`config.mk`:
```
export PLATFORM = sky130hd
export DESIGN_NAME = sle_cell
export DESIGN_NICKNAME = d
export VERILOG_FILES = /design/src/design/sle_pkg.sv /design/src/design/sle_cell.sv
export SDC_FILE = /design/constraint.sdc
export NUM_CORES = 1
export LEC_CHECK = 0
export ABC_CLOCK_PERIOD_IN_PS = 5050
export BUFFER_PORTS_ARGS = -buffer_cell sky130_fd_sc_hd__buf_2
export CAP_MARGIN = 20
export CORE_ASPECT_RATIO = 2
export CORE_MARGIN = 4
export CORE_UTILIZATION = 40
export DETAILED_ROUTE_END_ITERATION = 10
export HOLD_SLACK_MARGIN = 0.05
export PLACE_DENSITY_LB_ADDON = 0.1
export REMOVE_ABC_BUFFERS = 1
export SLEW_MARGIN = 20
export SYNTH_ARGS = -nofsm -noshare
export SYNTH_HDL_FRONTEND = slang
export SYNTH_SLANG_ARGS = --single-unit
export TNS_END_PERCENT = 5
```
`constraint.sdc`:
```
create_clock -name i_clk -period 5.05 [get_ports i_clk]
set_input_delay 0.2525 -clock i_clk [delete_from_list [all_inputs] [get_ports i_clk]]
set_output_delay 0.2525 -clock i_clk [all_outputs]
set_load 0.02 [all_outputs]
```
`src/design/sle_pkg.sv`:
```
package sle_pkg;

    localparam int CAPACITY = 128;
    localparam int IDX_W    = $clog2(CAPACITY);
    localparam int CNT_W    = $clog2(CAPACITY + 1);
    localparam int CMP_W    = ((CNT_W > 8) ? CNT_W : 8) + 1;

    localparam logic [2:0] ACT_FILL   = 3'd0;
    localparam logic [2:0] ACT_INSERT = 3'd1;
    localparam logic [2:0] ACT_DELETE = 3'd2;
    localparam logic [2:0] ACT_FIND   = 3'd3;
    localparam logic [2:0] ACT_GET    = 3'd4;

    localparam logic [1:0] ST_OK   = 2'd0;
    localparam logic [1:0] ST_BAD  = 2'd1;
    localparam logic [1:0] ST_FULL = 2'd2;
    localparam logic [1:0] ST_MISS = 2'd3;

    typedef enum logic [1:0] {
        CELL_HOLD   = 2'd0,
        CELL_FILL   = 2'd1,
        CELL_INSERT = 2'd2,
        CELL_DELETE = 2'd3
    } t_cell_op;

    // one-cycle update broadcast to every cell
    typedef struct packed {
        t_cell_op          op;
        logic [IDX_W-1:0]  index;
        logic [CNT_W-1:0]  bound;
        logic [31:0]       value;
    } t_cmd;

    // held while a token walks the row
    typedef struct packed {
        logic              find;
        logic [IDX_W-1:0]  index;
        logic [CNT_W-1:0]  bound;
        logic [31:0]       key;
    } t_probe;

    typedef struct packed {
        logic              vld;
        logic              hit;
        logic [CNT_W-1:0]  pos;
        logic [31:0]       data;
    } t_token;

endpackage

```
`src/design/sle_cell.sv`:
```
module sle_cell (
    input  logic                       i_clk,
    input  logic                       i_rst_n,
    input  logic [sle_pkg::IDX_W-1:0]  i_index,
    input  sle_pkg::t_cmd              i_cmd,
    input  sle_pkg::t_probe            i_probe,
    input  logic [31:0]                i_left,
    input  logic [31:0]                i_right,
    input  sle_pkg::t_token            i_tok,
    output logic [31:0]                o_entry,
    output sle_pkg::t_token            o_tok
);

    logic [31:0]                r_entry;
    logic [31:0]                n_entry;
    sle_pkg::t_token            r_tok;
    sle_pkg::t_token            n_tok;
    logic [sle_pkg::CNT_W-1:0]  w_idx;

    assign w_idx = sle_pkg::CNT_W'(i_index);

    always_comb begin
        n_entry = r_entry;
        case (i_cmd.op)
            sle_pkg::CELL_FILL: begin
                if (w_idx < i_cmd.bound) begin
                    n_entry = 32'(i_index);
                end
            end
            sle_pkg::CELL_INSERT: begin
                if (i_index == i_cmd.index) begin
                    n_entry = i_cmd.value;
                end else if (i_index > i_cmd.index && w_idx <= i_cmd.bound) begin
                    n_entry = i_left;
                end
            end
            sle_pkg::CELL_DELETE: begin
                if (i_index >= i_cmd.index &&
                    (w_idx + sle_pkg::CNT_W'(1)) < i_cmd.bound) begin
                    n_entry = i_right;
                end
            end
            sle_pkg::CELL_HOLD: begin
                n_entry = r_entry;
            end
            default: begin
                n_entry = r_entry;
            end
        endcase
    end

    always_comb begin
        n_tok = i_tok;
        if (i_tok.vld) begin
            if (i_probe.find) begin
                if (!i_tok.hit && w_idx < i_probe.bound && r_entry == i_probe.key) begin
                    n_tok.hit = 1'b1;
                    n_tok.pos = w_idx + sle_pkg::CNT_W'(1);
                end
            end else if (i_index == i_probe.index) begin
                n_tok.hit  = 1'b1;
                n_tok.data = r_entry;
            end
        end
    end

    always_ff @(posedge i_clk) begin
        r_entry <= n_entry;
    end

    always_ff @(posedge i_clk) begin
        if (!i_rst_n) begin
            r_tok <= '0;
        end else begin
            r_tok <= n_tok;
        end
    end

    assign o_entry = r_entry;
    assign o_tok   = r_tok;

endmodule

```
==> run summary, run 1 <==
status -> finished, final reports clean
max cap viols -> 0
CP Capture Type -> register
antenna violations before repair -> 3
Synth Area in Compound Gates -> 12.2%
IO Port Bufs -> 285
die width -> 83.6 um
cell area power density -> 288 mW/mm^2
Die Footprint -> 0.0133 mm^2
unrepaired setup endpoints after global routing -> false
Wirelength per Cell -> 17.7 um
DR vias/cell -> 4.98
CTS clk-pin slew, worst paths -> 60 ps
Placer Congestion -> 0.910
most common cell after layout, fill and taps aside -> buf_2
crit path time final -> 2670 ps
CTS tree -> built
hold buffers post-CTS -> 0
routing usage on met3 -> 5.90%
final hold vios -> 0
CP cell instances -> buf_2 -> inv_1 -> ha_1 -> nand3_1 -> nor2_4 -> a41oi_1 -> o21ai_0 -> a31oi_1 -> o31ai_4 -> buf_4
Finished Core Util -> 57.7%
GRT Overall Usage -> 24.0%
TritonCTS Sinks -> 74
fin area -> 0.00647 mm^2
mapped cell area -> 0.00457 mm^2
Slew Viols, Final -> 0
CP Class -> in2reg
Post-DP Area -> 0.00611 mm^2
Cell Rows -> 55
Adder-Cell Fraction of Synth Area -> 7.94%
vias in the first global route -> 4817
commonest cells after routing, fill and taps aside -> buf_2 (285), nand2_1 (92), nor2_1 (57)
Data required, critical path -> 5030 ps
crit path max fanout -> 32
WL final -> 16600 um
top_reg_cell synth -> dfxtp_1
Core ar. -> 0.0112 mm^2
Bufs on Longest Clock Path -> 2
global-route wire length before repair -> 25200 um
post-synthesis simple-gate area fraction -> 17.1%
DR DRC count -> 0
CTS H-tree lvls -> 3
worst hold path type -> in2reg
post-synth cell types -> 40
# fillers -> 1021
post-synthesis mux area share -> 10.2%
worst vdd ir -> 194 uV
Num CTS Buffers -> 9
Top Ports -> 286
slowest cell on the critical path -> nor2_4
Slew headroom -> 37.0%
area share of xor/xnor cells in the synthesized design -> 8.43%
largest net degree at the start of global routing -> 53
initial core utilization -> 40.7%
Synth warnings -> 0
Post-synth EDFFs -> 32
CP startpoint kind -> input pin
antenna viol nets, final -> 0
Clock Skews -> 8.87 ps
Syn Area/Cell -> 8.89 um^2
area grow syn2layout -> 41.6%
Post-Syn Instances -> 514
clock latency on the worst-skew pair -> 330 ps
setup bufs post-CTS -> 0
setup violators final -> 0
DR pass1 iterations -> 6
flops & latches, synth -> 74
cell total after placement -> 920
Setup Total Neg Slack -> 0 ps
CP arrival -> 2650 ps
net total in the final layout -> 1031
Highest Clock Rate -> 374 MHz
global route overflow -> 0
share of layout cells above drive strength 1 -> 39.9%
Post-synth ARST share -> 0%
post-DP HPWL -> 13300 um
via count -> 4683
post-CTS sizing -> 0
main combinational cell family by area after synthesis -> simple AND/OR/NAND/NOR gates
die height -> 159 um
GR Layer Usage met2 -> 45.4%
Final period util -> 52.9%
routing usage on met1 -> 24.4%
worst slew pin tran -> 942 ps
post-synthesis sequential area ratio -> 39.4%
hold slack -> 157 ps
grt peak-use layer -> met2
CTS root buffer -> clkbuf_16
initial DRC count -> 181
largest stage delay on the critical path -> 740 ps
Static Leak -> 0.00316 uW
fin cells -> 940
-- report_power, final --
| group | internal (uW) | total, uW | switching (uW) | leakage, uW |
|---|---|---|---|---|
| combinational | 184 | 440 | 255 | 0.00236 |
| sequential | 696 | 745 | 48.8 | 0.000641 |
| clock | 436 | 679 | 243 | 0.000165 |
| total | 1320 | 1860 | 547 | 0.00316 |
-- Yosys cell counts, types with 2 or more instances --
cell type  instances  area (um^2)
dfxtp_1           42          841
xor2_1            40          350
nand2_1           92          345
nor3_1             2         10.0
mux2i_1           40          400
nor2b_1            2         12.5
nand3_1            6         30.0
ha_1              29          363
a21o_1             2         15.0
a211oi_1           2         15.0
o211ai_1           2         15.0
a21boi_0           3         22.5
nand2b_1           2         12.5
mux2_2             6         67.6
a21oi_1           28          140
o21ai_0           13         65.1
a31oi_1            2         12.5
and3_1             3         18.8
nor4_1            10         62.6
xnor2_1            4         35.0
edfxtp_1          32          961
buf_4              7         52.6
inv_1             22         82.6
clkbuf_1          18         67.6
nand4_1            4         25.0
a21boi_1          30          225
nor2_1            57          214
o21a_1             2         15.0
-- per-layer routing --
layer | vias up | wire length (um)
met5 | - | 0
met4 | 0 | 586
met3 | 37 | 1150
met2 | 196 | 9270
met1 | 2133 | 5640
li1 | 2317 | -
-- through the flow --
stage	power (uW)	setup slack, ps
final	1860	2380
after global placement	1190	2040
after floorplan	974	800
after CTS	1880	2320
after detailed placement	1200	1960
after global routing	1950	2210
-- state kept, by name, indices dropped and copies added, names as in the netlist --
| register | flops |
|---|---|
| o_tok | 42 |
| o_entry | 32 |
-- layout make-up --
| class | count | area [um^2] | share of cell area (%) |
|---|---|---|---|
| multi-input combinational | 391 | 2580 | 39.9 |
| sequential | 74 | 1800 | 27.8 |
| timing repair buffer | 290 | 1480 | 22.9 |
| clock buffer | 14 | 318 | 4.91 |
| tap | 142 | 178 | 2.75 |
| inverter | 24 | 90.1 | 1.39 |
| clock inverter | 2 | 11.3 | 0.174 |
| antenna | 3 | 7.51 | 0.116 |
-- critical path, delay by kind of cell --
kind	cells	cell delay (ps)
AOI/OAI and AO/OA	4	490
adders and majority gates	1	320
and+or+nand+nor	2	860
buffers and inverters	3	700
-- path summary, 6_finish.rpt --
| path | slack, ps | to | depth (start not counted) | start |
|---|---|---|---|---|
| max reg2reg | 2830 | o_tok[37]$_SDFF_PN0_ | 6 | o_entry[4]$_DFFE_PP_ |
| min reg2reg | 580 | o_tok[20]$_SDFF_PN0_ | 2 | o_entry[20]$_DFFE_PP_ |
| min | 160 | o_tok[13]$_SDFF_PN0_ | 3 | i_tok[13] |
| max | 2380 | o_entry[15]$_DFFE_PP_ | 10 | i_index[0] |
-- cells by family (layout without fill, tap and decap cells) --
| logic type | Yosys count | count (layout) |
|---|---|---|
| AO/OA/AOI/OAI | 88 | 88 |
| XOR/XNOR | 44 | 44 |
| adder cells (fa/ha/maj) | 29 | 29 |
| buffers and inverters | 49 | 330 |
| flip-flops | 74 | 74 |
| multiplexers | 46 | 46 |
| other | 0 | 3 |
| AND/OR/NAND/NOR | 184 | 184 |
No activity file was read; power rests on OpenSTA's default activity.
==> run 2, diff against run 1 <==
--- a/config.mk
+++ b/config.mk
@@ -5,7 +5,8 @@
 export SDC_FILE = /design/constraint.sdc
 export NUM_CORES = 1
 export LEC_CHECK = 0
-export ABC_CLOCK_PERIOD_IN_PS = 5050
+export ABC_AREA = 1
+export ABC_CLOCK_PERIOD_IN_PS = 2280
 export BUFFER_PORTS_ARGS = -buffer_cell sky130_fd_sc_hd__buf_2
 export CAP_MARGIN = 20
 export CORE_ASPECT_RATIO = 2
==> constraint.sdc (replaced) <==
create_clock -name i_clk -period 2.28 [get_ports i_clk]
set_input_delay 0.114 -clock i_clk [delete_from_list [all_inputs] [get_ports i_clk]]
set_output_delay 0.114 -clock i_clk [all_outputs]
set_load 0.02 [all_outputs]
==> run 2 against run 1 <==
  * Clock skew up 0.80 ps
  * First-iteration DRC count up 8.8%
  * Sequential share of layout area down 2.6 points
  * Routed wire length up 9.8%
  * Synthesized area up 3.9%
  * Global-route usage up 2.3 points
  * Non-clock buffer count up 58
  * Worst hold slack worse by 84 ps
  * Critical path type unchanged
  * Largest cell class unchanged
  * Largest power group unchanged
==> run summary, run 2 <==
status -> finished, final reports clean
DR DRC count -> 0 (unchanged)
final hold vios -> 0 (unchanged)
flops & latches, synth -> 74 (unchanged)
Post-synth EDFFs -> 32 (unchanged)
IO Port Bufs -> 285 (unchanged)
area grow syn2layout -> 50.6%
Static Leak -> 0.00395 uW (+25%)
worst r2r path cells -> 10 (+4)
post-CTS sizing -> 0 (unchanged)
Setup Total Neg Slack -> 0 ps (unchanged)
GRT Overall Usage -> 26.3% (+2.3 points)
Post-Syn Instances -> 710 (+38%)
CP startpoint kind -> input pin
fin area -> 0.00715 mm^2 (+10%)
clock latency on the worst-skew pair -> 330 ps (about the same)
WL final -> 18300 um (+9.8%)
crit path max fanout -> 26 (-19%)
worst hold path type -> in2reg
R2R Path Start -> o_entry[19]$_DFFE_PP_
most common cell after layout, fill and taps aside -> buf_2
post-synth cell types -> 28 (-30%)
post-synthesis sequential area ratio -> 38.0% (-1.5 points)
CP arrival -> 2010 ps (-640 ps)
Post-synth ARST share -> 0% (unchanged)
Top Ports -> 286 (unchanged)
Hold Crit Depth -> 3 (unchanged)
share of layout cells above drive strength 1 -> 32.1% (-7.8 points)
Highest Clock Rate -> 504 MHz
net total in the final layout -> 1287 (+25%)
CP Capture Point -> o_entry[17]$_DFFE_PP_
CTS root buffer -> clkbuf_16
die height -> 162 um (+1.8%)
antenna violations before repair -> 2 (-1)
CTS tree -> built
Slew Viols, Final -> 0 (unchanged)
setup bufs post-CTS -> 0 (unchanged)
cell total after placement -> 1143 (+24%)
Placer Congestion -> 0.905 (-0.58%)
largest cells by area after synthesis -> edfxtp_1 (20%), dfxtp_1 (18%), nand2_1 (14%), nor2_1 (12%), o21ai_0 (10%)
post-DP HPWL -> 14700 um (+11%)
DR vias/cell -> 4.76 (-4.4%)
unrepaired setup endpoints after global routing -> false
top_reg_cell synth -> dfxtp_1
setup violators final -> 0 (unchanged)
global route overflow -> 0 (unchanged)
R2R setup slack -> 560 ps (-2270 ps)
CTS H-tree lvls -> 3 (unchanged)
commonest cells in the netlist -> nand2_1 (177), nor2_1 (150), inv_1 (103)
Synth warnings -> 0 (unchanged)
Die Footprint -> 0.0138 mm^2 (+3.6%)
CP Class -> in2reg
reg-to-reg endpoint -> o_tok[34]$_SDFF_PN0_
via count -> 5699 (+22%)
mapped cell area -> 0.00475 mm^2 (+3.9%)
largest net degree at the start of global routing -> 43 (-19%)
Cell Rows -> 56 (+1.8%)
Post-DP Area -> 0.00648 mm^2 (+6.1%)
die width -> 85.0 um (+1.7%)
cell area power density -> 589 mW/mm^2 (+100%)
max reg flops -> 42 (unchanged)
DR pass1 iterations -> 5 (-1)
PnR worst setup slack -> 294 ps (-2080 ps)
worst slew pin tran -> 733 ps (-210 ps)
Wirelength per Cell -> 15.3 um (-14%)
Core ar. -> 0.0117 mm^2 (+4.3%)
power consumption -> 4210 uW (+130%)
CP Capture Type -> register
Num CTS Buffers -> 9 (unchanged)
Clock Skews -> 9.66 ps (+0.796 ps)
Setup crit start -> i_index[0]
area share of the largest cell type after synthesis -> 20.2% (-0.78 points)
vias in the first global route -> 5691 (+18%)
fin cells -> 1197 (+27%)
initial DRC count -> 197 (+8.8%)
Final period util -> 87.1%
Data required, critical path -> 2310 ps (-2720 ps)
hold buffers post-CTS -> 37 (+37)
HP Start -> i_right[16]
Synth area leader -> edfxtp_1
antenna viol nets, final -> 0 (unchanged)
CTS clk-pin slew, worst paths -> 60 ps (about the same)
# fillers -> 1166 (+14%)
global-route wire length before repair -> 27900 um (+11%)
worst vdd ir -> 426 uV (+120%)
pre-CTS setup slack -> -57.4 ps (-2020 ps)
initial core utilization -> 40.6% (-0.18 points)
Syn Area/Cell -> 6.68 um^2 (-25%)
TritonCTS Sinks -> 74 (unchanged)
dominant cell by count in the synthesized netlist -> nand2_1
Slew headroom -> 51.1% (+14 points)
crit path time final -> 1990 ps
commonest cells after routing, fill and taps aside -> buf_2 (285), nand2_1 (177), nor2_1 (149)
Bufs on Longest Clock Path -> 2 (unchanged)
max cap viols -> 0 (unchanged)
[run 2: cell count changes in the layout (fill, tap and decap cells not counted), moves of 16 or more]
| cell | change |
|---|---|
| dlygate4sd3_1 | +37 |
| mux2i_1 | -40 |
| xor2_1 | -34 |
| inv_1 | +81 |
| nor2_1 | +92 |
| a21oi_1 | -16 |
| a21boi_1 | -30 |
| nand2_1 | +85 |
| buf_4 | +19 |
| o21ai_0 | +86 |
[run 2: cell families after synthesis]
logic type	after synthesis	synth area share (%)
AOI/OAI and AO/OA	124	13.8
xor gates and xnor gates	7	1.29
DFF	74	38.0
and+or+nand+nor	346	28.3
buffers and inverters	130	11.0
adders and majority gates	29	7.65
[run 2: per-stage QoR]
step           util (%)  hold slack, ps
2_1_floorplan         -             207
3_3_place_gp       55.4             329
3_5_place_dp       55.4             335
4_1_cts            61.1            65.3
5_1_grt            61.1            74.9
6_report           61.1            73.0
[run 2: worst min path at each step]
stage | to
detailed placement | o_tok[41]$_SDFF_PN0_
global placement | o_tok[41]$_SDFF_PN0_
CTS | o_entry[16]$_DFFE_PP_
finish | o_entry[16]$_DFFE_PP_
floorplan | o_tok[41]$_SDFF_PN0_
global route | o_entry[16]$_DFFE_PP_
[run 2: report_power, final]
part           internal (uW)  leakage, uW  switching, uW
Combinational            478      0.00315            652
Sequential              1550     0.000654            107
Clock                    845     0.000145            581
Total                   2870      0.00395           1340
[run 2: final cells by class]
cell class	count	area [um^2]	share of cell area [%]
multi-input cells	506	2440	34.1
repair buffers	348	2030	28.4
flip-flops and latches	74	1800	25.2
inverters	107	403	5.64
clock buffers	9	225	3.15
well taps	145	181	2.54
clock inverters	7	70.1	0.980
diodes	1	2.50	0.0350
[run 2: critical path, stage by stage]
cell	delay, ps
buf_2	110
ha_1	170
nand3_1	150
nor3_1	200
xor2_1	160
inv_1	70
ha_1	260
nand2_1	80
o21ai_0	90
a21oi_1	130
a21oi_1	110
a21oi_4	160
buf_12	200
[run 2: layer usage]
layer / up-vias / GRT usage [%] / share of wire [%]
met4: 2 / 17.3 / 6.6
li1: 2900 / - / -
met2: 234 / 49.2 / 54
met1: 2491 / 25.4 / 33
met3: 72 / 4.67 / 6.2
met5: - / 0 / 0.077
